<file path="src/text_cat_filter_defines.svh">
// Assertion macros used by the text_cat_filter RTL (tcf_render).
// Needs no other file; taken in by `include where a module asserts.
`ifndef TEXT_CAT_FILTER_DEFINES_SVH
`define TEXT_CAT_FILTER_DEFINES_SVH

// Check that a condition holds at every clock edge outside reset.
`define TCF_ASSERT(lbl, clk, rst_n, prop) \
  lbl: assert property (@(posedge clk) disable iff (!rst_n) (prop)) \
    else $error("text_cat_filter: check failed");

// Check that a trigger in one cycle implies a condition in the next.
`define TCF_ASSERT_NEXT(lbl, clk, rst_n, ante, cons) \
  lbl: assert property (@(posedge clk) disable iff (!rst_n) (ante) |=> (cons)) \
    else $error("text_cat_filter: sequence check failed");

`endif

</file>
<file path="src/tcf_pkg.sv">
// Shared types and constants of the text_cat_filter block.
// Has no dependencies; every module refers to it by scoped names.
package tcf_pkg;

  // Line number field: BCD digits, then a tab.
  localparam int NUM_DIGITS = 6;
  localparam int BCD_W      = 4 * NUM_DIGITS;
  localparam int NUM_FIELD  = NUM_DIGITS + 1;

  // Rendered byte itself plus up to three marker bytes.
  localparam int SUF_MAX   = 4;
  localparam int SUF_CNT_W = $clog2(SUF_MAX + 1);

  // Longest run of output bytes from one input byte.
  localparam int RUN_MAX = NUM_FIELD + SUF_MAX;
  localparam int CNT_W   = $clog2(RUN_MAX + 1);

  localparam logic [BCD_W-1:0] BCD_ONE = {{(BCD_W-4){1'b0}}, 4'd1};

  // Character codes.
  localparam logic [7:0] CH_TAB    = 8'd9;
  localparam logic [7:0] CH_NL     = 8'd10;
  localparam logic [7:0] CH_SPACE  = 8'd32;
  localparam logic [7:0] CH_DOLLAR = 8'd36;
  localparam logic [7:0] CH_DASH   = 8'd45;
  localparam logic [7:0] CH_ZERO   = 8'd48;
  localparam logic [7:0] CH_LET_I  = 8'd73;
  localparam logic [7:0] CH_LET_M  = 8'd77;
  localparam logic [7:0] CH_CARET  = 8'd94;
  localparam logic [7:0] CH_DEL    = 8'd127;
  localparam logic [7:0] CH_SHIFT  = 8'd64;

  // Configuration register indexes.
  localparam int CFG_IDX_W = 3;
  localparam logic [CFG_IDX_W-1:0] CFG_NUMBER_NONBLANK  = 3'd0;
  localparam logic [CFG_IDX_W-1:0] CFG_NUMBER_ALL       = 3'd1;
  localparam logic [CFG_IDX_W-1:0] CFG_SQUEEZE_BLANK    = 3'd2;
  localparam logic [CFG_IDX_W-1:0] CFG_SHOW_ENDS        = 3'd3;
  localparam logic [CFG_IDX_W-1:0] CFG_SHOW_TABS        = 3'd4;
  localparam logic [CFG_IDX_W-1:0] CFG_SHOW_NONPRINTING = 3'd5;

  typedef struct packed {
    logic [7:0] in_byte;
    logic       start_of_file;
  } in_item_t;

  typedef struct packed {
    logic [7:0] out_byte;
    logic       last_of_run;
  } out_item_t;

  typedef struct packed {
    logic number_nonblank;
    logic number_all;
    logic squeeze_blank;
    logic show_ends;
    logic show_tabs;
    logic show_nonprinting;
  } cfg_t;

  // One rendered run handed to the output buffer.
  typedef struct packed {
    logic                        load;
    logic [RUN_MAX-1:0][7:0]     bytes;
    logic [CNT_W-1:0]            cnt;
  } run_t;

endpackage

</file>
<file path="src/tcf_cfg_regs.sv">
// Configuration register bank of the text_cat_filter block.
// Depends on tcf_pkg for the register indexes and the cfg_t type.
module tcf_cfg_regs (
  input  logic                          clk_i,
  input  logic                          rst_ni,
  input  logic                          cfg_valid_i,
  output logic                          cfg_ready_o,
  input  logic [tcf_pkg::CFG_IDX_W-1:0] cfg_index_i,
  input  logic                          cfg_data_i,
  output tcf_pkg::cfg_t                 cfg_o
);

  tcf_pkg::cfg_t cfg_q, cfg_d;

  // Always take a write; unknown indexes are dropped.
  assign cfg_ready_o = 1'b1;

  // Decode the index of a write transfer.
  always_comb begin
    cfg_d = cfg_q;
    if (cfg_valid_i) begin
      unique case (cfg_index_i)
        tcf_pkg::CFG_NUMBER_NONBLANK:  cfg_d.number_nonblank  = cfg_data_i;
        tcf_pkg::CFG_NUMBER_ALL:       cfg_d.number_all       = cfg_data_i;
        tcf_pkg::CFG_SQUEEZE_BLANK:    cfg_d.squeeze_blank    = cfg_data_i;
        tcf_pkg::CFG_SHOW_ENDS:        cfg_d.show_ends        = cfg_data_i;
        tcf_pkg::CFG_SHOW_TABS:        cfg_d.show_tabs        = cfg_data_i;
        tcf_pkg::CFG_SHOW_NONPRINTING: cfg_d.show_nonprinting = cfg_data_i;
        default: ;
      endcase
    end
  end

  always_ff @(posedge clk_i or negedge rst_ni) begin
    if (!rst_ni) begin
      cfg_q <= '0;
    end else begin
      cfg_q <= cfg_d;
    end
  end

  assign cfg_o = cfg_q;

endmodule

</file>
<file path="src/tcf_render.sv">
// Input register, line state and rendering logic of text_cat_filter.
// Depends on tcf_pkg and the assertion macros in text_cat_filter_defines.svh.
`include "text_cat_filter_defines.svh"

module tcf_render (
  input  logic              clk_i,
  input  logic              rst_ni,
  input  tcf_pkg::cfg_t     cfg_i,
  input  logic              in_valid_i,
  output logic              in_ready_o,
  input  tcf_pkg::in_item_t in_item_i,
  input  logic              run_free_i,
  output tcf_pkg::run_t     run_o
);

  localparam int BCD_W = tcf_pkg::BCD_W;
  localparam int ND    = tcf_pkg::NUM_DIGITS;
  localparam int CW    = tcf_pkg::CNT_W;
  localparam logic [BCD_W-1:0] BCD_NINES = {ND{4'h9}};

  // Saturating BCD increment.
  function automatic logic [BCD_W-1:0] bcd_inc(input logic [BCD_W-1:0] v);
    logic [BCD_W-1:0] r;
    logic             carry;
    logic             all9;
    logic [3:0]       d;
    r     = v;
    carry = 1'b1;
    all9  = 1'b1;
    for (int i = 0; i < ND; i++) begin
      if (v[4*i +: 4] != 4'd9) all9 = 1'b0;
    end
    if (!all9) begin
      for (int i = 0; i < ND; i++) begin
        d = v[4*i +: 4];
        if (carry) begin
          if (d == 4'd9) begin
            r[4*i +: 4] = 4'd0;
          end else begin
            r[4*i +: 4] = d + 4'd1;
            carry       = 1'b0;
          end
        end
      end
    end
    return r;
  endfunction

  logic              in_valid_q;
  tcf_pkg::in_item_t in_q;
  logic              fire;

  logic [BCD_W-1:0]  line_q, line_cur;
  logic [1:0]        blank_q, blank_cur, blank_inc, blank_next;
  logic              at_start_q, start_cur;

  logic [7:0]        c;
  logic              is_nl, is_tab, is_ctl, is_hi_ctl, every;
  logic              sq_cand, drop, do_num, lead;
  logic [3:0]        dig;

  logic [ND-1:0][7:0]                    num;
  logic [tcf_pkg::SUF_MAX-1:0][7:0]      suf;
  logic [tcf_pkg::SUF_CNT_W-1:0]         suf_cnt;
  logic [tcf_pkg::RUN_MAX-1:0][7:0]      bytes;
  logic [CW-1:0]                         num_len;

  // Hold one item in the input register until the output side is free.
  assign fire       = in_valid_q & run_free_i;
  assign in_ready_o = ~in_valid_q | run_free_i;

  always_ff @(posedge clk_i or negedge rst_ni) begin
    if (!rst_ni) begin
      in_valid_q <= 1'b0;
    end else if (in_ready_o) begin
      in_valid_q <= in_valid_i;
    end
  end

  always_ff @(posedge clk_i) begin
    if (in_valid_i && in_ready_o) begin
      in_q <= in_item_i;
    end
  end

  // Apply start of file ahead of the byte.
  assign line_cur  = in_q.start_of_file ? tcf_pkg::BCD_ONE : line_q;
  assign blank_cur = in_q.start_of_file ? 2'd0 : blank_q;
  assign start_cur = in_q.start_of_file | at_start_q;

  assign c         = in_q.in_byte;
  assign is_nl     = (c == tcf_pkg::CH_NL);
  assign is_tab    = (c == tcf_pkg::CH_TAB);
  assign is_ctl    = ((c[7:5] == 3'b000) && !is_nl && !is_tab) || (c == tcf_pkg::CH_DEL);
  assign is_hi_ctl = (c[7:5] == 3'b100);
  assign every     = cfg_i.number_all & ~cfg_i.number_nonblank;

  // Count empty lines in a row; drop from the second on.
  assign sq_cand    = cfg_i.squeeze_blank & is_nl & start_cur;
  assign blank_inc  = (blank_cur == 2'd2) ? 2'd2 : blank_cur + 2'd1;
  assign blank_next = sq_cand ? blank_inc : 2'd0;
  assign drop       = sq_cand & (blank_inc == 2'd2);
  assign do_num     = ~drop & start_cur & ((cfg_i.number_nonblank & ~is_nl) | every);

  // Format the line number, blanking leading zeros.
  always_comb begin
    lead = 1'b1;
    dig  = '0;
    num  = '0;
    for (int i = ND - 1; i >= 0; i--) begin
      dig = line_cur[4*i +: 4];
      if (dig != 4'd0 || i == 0) lead = 1'b0;
      num[ND-1-i] = lead ? tcf_pkg::CH_SPACE : tcf_pkg::CH_ZERO + {4'd0, dig};
    end
  end

  // Render the byte itself with its markers.
  always_comb begin
    suf     = '0;
    suf_cnt = tcf_pkg::SUF_CNT_W'(1);
    suf[0]  = c;
    if (cfg_i.show_tabs && is_tab) begin
      suf[0]  = tcf_pkg::CH_CARET;
      suf[1]  = tcf_pkg::CH_LET_I;
      suf_cnt = tcf_pkg::SUF_CNT_W'(2);
    end else if (cfg_i.show_ends && is_nl) begin
      suf[0]  = tcf_pkg::CH_DOLLAR;
      suf[1]  = c;
      suf_cnt = tcf_pkg::SUF_CNT_W'(2);
    end else if (cfg_i.show_nonprinting && is_ctl) begin
      suf[0]  = tcf_pkg::CH_CARET;
      suf[1]  = (c == tcf_pkg::CH_DEL) ? c - tcf_pkg::CH_SHIFT : c + tcf_pkg::CH_SHIFT;
      suf_cnt = tcf_pkg::SUF_CNT_W'(2);
    end else if (cfg_i.show_nonprinting && is_hi_ctl) begin
      suf[0]  = tcf_pkg::CH_LET_M;
      suf[1]  = tcf_pkg::CH_DASH;
      suf[2]  = tcf_pkg::CH_CARET;
      suf[3]  = c - tcf_pkg::CH_SHIFT;
      suf_cnt = tcf_pkg::SUF_CNT_W'(4);
    end
  end

  // Place the number field ahead of the rendered byte.
  always_comb begin
    bytes = '0;
    if (do_num) begin
      for (int j = 0; j < ND; j++) begin
        bytes[j] = num[j];
      end
      bytes[ND] = tcf_pkg::CH_TAB;
      for (int k = 0; k < tcf_pkg::SUF_MAX; k++) begin
        bytes[tcf_pkg::NUM_FIELD + k] = suf[k];
      end
    end else begin
      for (int k = 0; k < tcf_pkg::SUF_MAX; k++) begin
        bytes[k] = suf[k];
      end
    end
  end

  assign num_len    = do_num ? CW'(tcf_pkg::NUM_FIELD) : '0;
  assign run_o.load  = fire;
  assign run_o.bytes = bytes;
  assign run_o.cnt   = drop ? '0 : num_len + CW'(suf_cnt);

  // Advance the line state as the item leaves the input register.
  always_ff @(posedge clk_i or negedge rst_ni) begin
    if (!rst_ni) begin
      line_q     <= tcf_pkg::BCD_ONE;
      blank_q    <= 2'd0;
      at_start_q <= 1'b1;
    end else if (fire) begin
      line_q     <= do_num ? bcd_inc(line_cur) : line_cur;
      blank_q    <= blank_next;
      at_start_q <= is_nl;
    end
  end

  `TCF_ASSERT(a_blank_sat, clk_i, rst_ni, blank_q != 2'd3)
  `TCF_ASSERT(a_empty_run_squeezed, clk_i, rst_ni,
              !(fire && run_o.cnt == '0) || (cfg_i.squeeze_blank && is_nl))
  `TCF_ASSERT_NEXT(a_line_saturates, clk_i, rst_ni,
                   line_q == BCD_NINES && !(fire && in_q.start_of_file),
                   line_q == BCD_NINES)
  `TCF_ASSERT_NEXT(a_line_start_tracks, clk_i, rst_ni, fire && !drop,
                   at_start_q == $past(is_nl))

endmodule

</file>
<file path="src/tcf_run_buf.sv">
// Output run buffer of text_cat_filter: holds one rendered run and
// sends it one byte per transfer. Depends on tcf_pkg.
module tcf_run_buf (
  input  logic               clk_i,
  input  logic               rst_ni,
  input  tcf_pkg::run_t      run_i,
  output logic               run_free_o,
  output logic               out_valid_o,
  input  logic               out_ready_i,
  output tcf_pkg::out_item_t out_item_o
);

  localparam int CW = tcf_pkg::CNT_W;
  localparam int RM = tcf_pkg::RUN_MAX;

  logic [RM-1:0][7:0] bytes_q;
  logic [CW-1:0]      cnt_q;
  logic               out_xfer;

  assign out_valid_o = (cnt_q != '0);
  assign out_xfer    = out_valid_o & out_ready_i;
  // Free once the last byte of the run goes out.
  assign run_free_o  = (cnt_q == '0) || ((cnt_q == CW'(1)) && out_ready_i);

  assign out_item_o.out_byte    = bytes_q[0];
  assign out_item_o.last_of_run = (cnt_q == CW'(1));

  // Count remaining bytes.
  always_ff @(posedge clk_i or negedge rst_ni) begin
    if (!rst_ni) begin
      cnt_q <= '0;
    end else if (run_i.load) begin
      cnt_q <= run_i.cnt;
    end else if (out_xfer) begin
      cnt_q <= cnt_q - CW'(1);
    end
  end

  // Load a new run or shift the sent byte out.
  always_ff @(posedge clk_i) begin
    if (run_i.load) begin
      bytes_q <= run_i.bytes;
    end else if (out_xfer) begin
      for (int j = 0; j < RM - 1; j++) begin
        bytes_q[j] <= bytes_q[j+1];
      end
      bytes_q[RM-1] <= '0;
    end
  end

endmodule

</file>
<file path="src/text_cat_filter.sv">
// text_cat_filter: renders a text byte stream with line numbers, blank-line
// squeezing and visible tabs, line ends and control bytes.
// Input: in_valid_i/in_ready_o carry one text byte and a start-of-file flag.
// Output: out_valid_o/out_ready_i carry one rendered byte per transfer, with
// last_of_run set on the final byte caused by an input byte.
// Config: cfg_valid_i/cfg_ready_o write one 1-bit register by index; write
// only while the block is idle. cfg_ready_o is always high.
// Path: an accepted byte waits in the input register, is rendered from there
// and is loaded into the output run buffer once that buffer is free.
// Throughput: one input byte per cycle while out_ready_i is high and it
// renders to a single output byte; a run of n bytes (up to 11) holds the
// input until it drains, one byte per cycle while out_ready_i is high.
// Reset: all options off, line number 1, stream at the start of a line; the
// start-of-file flag restores the same line state ahead of its byte.
// Stall: when out_ready_i is low the run buffer holds, the input register
// fills, and in_ready_o falls until the run drains.
// Depends on tcf_pkg, tcf_cfg_regs, tcf_render and tcf_run_buf.
module text_cat_filter (
  input  logic                          clk_i,
  input  logic                          rst_ni,
  input  logic                          in_valid_i,
  output logic                          in_ready_o,
  input  tcf_pkg::in_item_t             in_item_i,
  output logic                          out_valid_o,
  input  logic                          out_ready_i,
  output tcf_pkg::out_item_t            out_item_o,
  input  logic                          cfg_valid_i,
  output logic                          cfg_ready_o,
  input  logic [tcf_pkg::CFG_IDX_W-1:0] cfg_index_i,
  input  logic                          cfg_data_i
);

  tcf_pkg::cfg_t cfg;
  tcf_pkg::run_t run;
  logic          run_free;

  tcf_cfg_regs u_cfg (
    .clk_i       (clk_i),
    .rst_ni      (rst_ni),
    .cfg_valid_i (cfg_valid_i),
    .cfg_ready_o (cfg_ready_o),
    .cfg_index_i (cfg_index_i),
    .cfg_data_i  (cfg_data_i),
    .cfg_o       (cfg)
  );

  tcf_render u_render (
    .clk_i      (clk_i),
    .rst_ni     (rst_ni),
    .cfg_i      (cfg),
    .in_valid_i (in_valid_i),
    .in_ready_o (in_ready_o),
    .in_item_i  (in_item_i),
    .run_free_i (run_free),
    .run_o      (run)
  );

  tcf_run_buf u_run_buf (
    .clk_i       (clk_i),
    .rst_ni      (rst_ni),
    .run_i       (run),
    .run_free_o  (run_free),
    .out_valid_o (out_valid_o),
    .out_ready_i (out_ready_i),
    .out_item_o  (out_item_o)
  );

endmodule

</file>
<file path="config.mk">
export PLATFORM = sky130hd
export DESIGN_NAME = text_cat_filter
export DESIGN_NICKNAME = d
export VERILOG_FILES = /design/src/tcf_pkg.sv /design/src/tcf_cfg_regs.sv /design/src/tcf_render.sv /design/src/tcf_run_buf.sv /design/src/text_cat_filter.sv
export VERILOG_INCLUDE_DIRS = /design/src /design/src/src
export SDC_FILE = /design/constraint.sdc
export NUM_CORES = 1
export LEC_CHECK = 0
export ABC_CLOCK_PERIOD_IN_PS = 5550
export BUFFER_PORTS_ARGS = -buffer_cell sky130_fd_sc_hd__buf_2
export CAP_MARGIN = 20
export CORE_MARGIN = 2
export CORE_UTILIZATION = 55
export DETAILED_ROUTE_END_ITERATION = 10
export PLACE_DENSITY = 0.84
export SYNTH_ARGS = -nofsm -noshare
export SYNTH_HDL_FRONTEND = slang
export SYNTH_HIERARCHICAL = 1
export SYNTH_SLANG_ARGS = --single-unit
</file>
<file path="constraint.sdc">
create_clock -name clk_i -period 5.55 [get_ports clk_i]
set_input_delay 0 -clock clk_i [delete_from_list [all_inputs] [get_ports clk_i]]
set_output_delay 0 -clock clk_i [all_outputs]
set_load 0.005 [all_outputs]
</file>
After elaboration in Yosys (flattened, before gate mapping)

Index checks and enable logic that the tools add are counted.

Register bits after elaboration: 135
Input port bits: 18
Output and inout port bits: 12
Word-level logic and storage cells: 182

Add/sub/neg operators: 17
Equality and inequality tests: 24
Mux-type cells: 73
Bitwise logic cells: 16
Reductions and logical operators: 28

Operators with widths:

| operator            | count |
|---|---|
| $mux 88             | 2 |
| $mux 16             | 6 |
| $mux 24             | 3 |
| $mux 32             | 2 |
| $mux 4              | 14 |
| $mux 56             | 1 |
| $mux 8              | 6 |
| $add 6x4->7 const A | 6 |
| $mux 1              | 31 |
| $add 4x1->4 const B | 6 |
| $eq 4x4->1 const B  | 6 |
| $ne 4x4->1 const B  | 6 |
| $reduce_bool 4->1   | 6 |
| $eq 8x4->1 const B  | 2 |
| $mux 3              | 5 |
| $reduce_and 2->1    | 6 |
| $and 1x1->1         | 9 |
| $eq 3x3->1 const B  | 3 |
| $add 8x7->8 const B | 1 |
| $eq 8x7->1 const B  | 1 |
| $logic_and 1x1->1   | 8 |
| $sub 8x7->8 const B | 1 |
| $eq 3x2->1 const B  | 2 |
| $logic_not 3->1     | 2 |
| 13 further kinds    | 23 |

Depth between registers and ports, before layout

Word-level depth: 26
Mapped depth: 17
Gate-level depth less buffers: 13

Hierarchy

The synthesis kept the hierarchy.

Modules (own cells, without submodules):

| module       | times used | cells an instance | area an instance (µm²) | sequential area each (µm²) |
|---|---|---|---|---|
| tcf_run_buf  | 1          | 227               | 4010.1                 | 2742.6 |
| tcf_render   | 1          | 437               | 3435.8                 | 973.4 |
| tcf_cfg_regs | 1          | 20                | 310.3                  | 150.1 |

Worst setup path before layout

Ideal clock, no wire load.

Kind: register to register
Start: register u_run_buf.cnt_q[0]
End: register u_run_buf/bytes_q[10] (netlist name) (enable)
Setup time: 0.407 ns
Arrival time: 3.891 ns
Required time: 5.143 ns
Path slack: 1.252 ns
Cell stages (with the launch flop): 15
Buffers on the path: 7
Clock period less this slack: 4.298 ns
Path through: dfrtp_1 > inv_1 > ha_1 > or3b_1 > buf_6 > a21bo_2 > nand2_1 > inv_1 > clkbuf_1 > clkbuf_1 > buf_4 > buf_2 > buf_2 > clkbuf_1 > a21o_2

Elaborated cells on any way between the ends: 8
Those cells by class: eq/ne: 1; bitwise: 2; reduce/logical: 5

RTL lines:

| what                               | line                  | text |
|---|---|---|
| start: declaration                 | tcf_run_buf.sv:17     | `logic [CW-1:0] cnt_q;` |
| start signal: assignment           | tcf_run_buf.sv:33     | `cnt_q <= run_i.cnt;` |
| start signal: assignment           | tcf_run_buf.sv:35     | `cnt_q <= cnt_q - CW'(1);` |
| $reduce_bool 4->1                  | tcf_run_buf.sv:20     | `assign out_valid_o = (cnt_q != '0);` |
| net out_valid_o                    | text_cat_filter.sv:24 | `output logic out_valid_o,` |
| $and 1x1->1                        | tcf_run_buf.sv:21     | `assign out_xfer = out_valid_o & out_ready_i;` |
| $reduce_bool 2->1 (no source line) | --                    |  |
| end signal: assignment             | tcf_run_buf.sv:42     | `bytes_q <= run_i.bytes;` |
| end signal: indexed assignment     | tcf_run_buf.sv:45     | `bytes_q[j] <= bytes_q[j+1];` |
| end: declaration                   | tcf_run_buf.sv:16     | `logic [RM-1:0][7:0] bytes_q;` |

The timed path passes the listed nets, and every way through them passes these cells.
A chain may end at the register's enable or synchronous reset.

==> summary.md <==
| Metric | Value |
|---|---|
| Seq/Total Area, Yosys | 0.4985 |
| Xor and xnor area share after synthesis | 0.005646 |
| Number of global-route vias before repair | 5376 |
| Synth-to-Final Area Change | 10.66% |
| Yosys cell types | 80 |
| Reg clk slew, reported paths | 0.06 ns |
| Post-Synthesis Cells | 684 |
| Top cell type's share of synthesized area | 0.3755 |
| Syn avg cell area | 11.34 µm² |
| Crit-path cells | buf_4 > inv_1 > nand2_1 > ha_1 > a21o_1 > a31oi_4 > buf_4 > ha_1 > inv_1 > fa_1 > xor2_1 > nor2_1 > nand2_1 > o21ai_0 |
| HPWL Detailed | 11020 µm |
| HP Class | primary input to asynchronous set/reset pin |
| Crit path time final | 3.774 ns |
| Critical path endpoint | u_run_buf/cnt_q[2] |
| Synth warnings | 6 |
| Die ar. | 15070 µm² |
| Global placer's final weighted congestion | 0.9463 |
| Clock skew | 0.008208 ns |
| Fin Setup TNS | 0 ns |
| Hold WS | 0.2448 ns |
| Row count | 43 |
| Final Max Slew Viols | 0 |
| Postcts setup bufs | 0 |
| Predominant post-synthesis flop cell | edfxtp_1 |
| Leak | 3.370 nW |
| IO buf count | 28 |
| Critical path data arrival time | 4.06 ns |
| Grt ovf | 0 |
| Largest family of logic cells by synthesized area | simple AND/OR/NAND/NOR gates |
| Crit path largest cell delay | 0.46 ns |
| Place WS | 1.992 ns |
| R2r setup slk | 1.78 ns |
| Commonest cells in the netlist | edfxtp_1, mux2_2, nand2_1 |
| Largest net degree at the start of global routing | 89 |
| F_max | 0.2650 GHz |
| Worst-path fanout max | 43 |
| Post-Synth Simple-Gate Area | 0.1694 |
| Top cells by area, synth | edfxtp_1, mux2_2, dfrtp_1, buf_4, nand2_1 |
| Finished layout cell area | 8583 µm² |
| Gr usage total | 0.2465 |
| RSZ-0062 raised after global routing | no |
| Via/cell ratio | 6.287 |
| Cell accounting for the most synthesized area | edfxtp_1 |
| TritonCTS buffer count | 17 |
| Critical path type | flop to flop |
| CTS Buffer Depth | 2 |
| Max_cap viols | 0 |
| Crit. End Element | flop |
| Post-Syn Area | 7756 µm² |
| Wire per inst | 20.28 µm |
| Number of synthesized flops with an enable pin | 97 |
| Proportion of synthesized area in mux cells | 0.1328 |
| Worst Setup SP | u_render/in_q[0] |
| CTS tree | built |
| Slew @ Worst Pin | 0.8969 ns |
| Core area | 13830 µm² |
| Chip height | 122.8 µm |
| Io pins | 30 |
| Most frequent cell after synthesis | edfxtp_1 |
| Final period util | 0.6800 |
| Placed Area | 7756 µm² |
| DR DRC count | 0 |
| Root Driver | clkbuf_16 |
| Endpoints failing setup | 0 |
| Synth Area in Adders | 0.01710 |
| Worst setup SP type | flop |
| Slew HR | 0.4021 |
| Starting DRC count in detailed routing | 686 |
| Remaining antenna violation count | 0 |
| Synth Area in Compound Gates | 0.1040 |
| VDD IR max | 0.5795 mV |
| TritonRoute pass-1 iters | 8 |
| Power per cell area | 572.3 nW/µm² |
| Status | finished, final reports clean |
| Post-synthesis async set-or-reset flop share | 0.2815 |
| Die extent in x | 122.8 µm |
| First-pass GRT wire length | 28070 µm |
| Final hold vios | 0 |
| Reg2Reg Depth | 14 |
| N_diodes | 0 |
| Drt total wl | 17870 µm |
| R2R Path End | u_run_buf/cnt_q[2] |
| Initial Utilization | 0.5609 |
| Crit Reg-Reg Startpoint | u_render/in_q[0] |
| Post-route setup slack | 1.776 ns |
| CP max-delay cell | inv_1 |
| Clk_lat worst skew | 0.43 ns |
| CTS Sinks | 135 |
| Vias | 5539 |
| Synthesized flop and latch total | 135 |
| Layout cell share with drive strength beyond 1 | 0.2411 |
| Antenna violations before repair | 0 |
| PnR Total Power | 4.912 mW |
| Required time worst endpoint | 5.84 ns |
| Htree depth | 4 |
| Layout Nets | 717 |
-- cells in the final DEF (no fill, tap or decap), drive strengths merged, types with 5 or more instances in the layout --
cell type / netlist / layout
a211oi: 6 / 6
inv: 21 / 23
clkbuf: 22 / 19
nor3: 17 / 17
o21ai: 21 / 21
conb: 2 / 16
dfrtp: 36 / 36
mux2i: 5 / 5
mux2: 86 / 86
nand2b: 5 / 5
and3: 15 / 15
and4bb: 7 / 7
dlygate4sd3: 0 / 19
buf: 59 / 34
edfxtp: 97 / 97
ha: 9 / 9
nand4: 15 / 15
o211ai: 12 / 12
nor3b: 8 / 8
a31oi: 6 / 6
a21oi: 19 / 19
nor2: 36 / 36
nand3: 14 / 14
clkinv: 0 / 5
a21o: 8 / 8
nand2: 49 / 49
nor2b: 8 / 8
nor4: 8 / 8
o41ai: 5 / 5
and2: 19 / 19
-- worst max-delay path, delay by kind of cell, from the launching register on --
family                     cells  cell delay (ns)
buffers and inverters          4             1.25
adders and majority gates      3             1.04
AOI/OAI and AO/OA              3             0.53
DFF                            1             0.37
and+or+nand+nor                3             0.26
xor gates and xnor gates       1             0.19
-- cell families (layout without fill, tap and decap cells) --
group / after synthesis / count (layout)
and+or+nand+nor: 228 / 228
DFF: 135 / 135
AOI/OAI and AO/OA: 111 / 111
buffers and inverters: 102 / 105
muxes: 91 / 91
adders and majority gates: 10 / 10
xor gates and xnor gates: 5 / 5
other: 2 / 16
-- stage by stage --
step / utilization / cells
finish: 0.6208 / 881
global route: 0.6208 / 881
CTS: 0.6188 / 880
detailed placement: 0.5609 / 830
global placement: 0.5609 / 830
floorplan: - / 698
-- flip-flops by register name, summed over array words and instances, names as in the netlist --
name,flops
u_render/line_q,24
u_render/in_q,1
u_run_buf/bytes_q,80
u_render/blank_q,2
u_run_buf/cnt_q,4
u_render/c,8
u_run_buf/out_item_o,8
u_cfg/cfg_o,6
u_render/at_start_q,1
u_render/in_valid_q,1
-- worst min path at each step --
| stage | start | to | slack (ns) | depth (start not counted) |
|---|---|---|---|---|
| after floorplan | rst_ni | u_cfg/cfg_o[0] | -0.30 | 0 |
| after global placement | rst_ni | u_render/line_q[16] | 0.16 | 1 |
| after detailed placement | rst_ni | u_render/line_q[19] | 0.17 | 1 |
| after CTS | in_item_i[4] | u_render/c[3] | 0.26 | 2 |
| after global routing | in_item_i[1] | u_render/c[0] | 0.29 | 2 |
| final | rst_ni | u_render/line_q[19] | 0.24 | 2 |
-- final cells by class --
type	count	area (µm²)
fillers	1009	5244
well taps	180	225.2
inverters	21	81.33
repair buffers	53	407.9
multi-input cells	461	3393
clock buffers	19	432.9
flip-flops and latches	135	3866
clock inverters	12	176.4
-- report_power, final --
part | switching (mW) | internal (mW)
Combinational | 0.961 | 0.778
Clock | 0.430 | 0.749
Sequential | 0.251 | 1.74
-- timing repair --
action / in CTS / in global routing
endpoints found under the hold margin: 54 / 0
gates resized for setup: 0 / 0
hold buffers: 19 / 0
-- layer usage --
| layer | share of wire | vias to the layer above | global-route usage | routed length (µm) |
|---|---|---|---|---|
| met4 | 0.029 | 0 | 0.1049 | 517 |
| met1 | 0.39 | 2714 | 0.3080 | 7033 |
| li1 | - | 2515 | - | - |
| met3 | 0.075 | 47 | 0.05901 | 1341 |
| met2 | 0.50 | 263 | 0.4092 | 8974 |
| met5 | 0 | - | 0 | 0 |
Note: power is estimated with default switching activity, not from simulation.
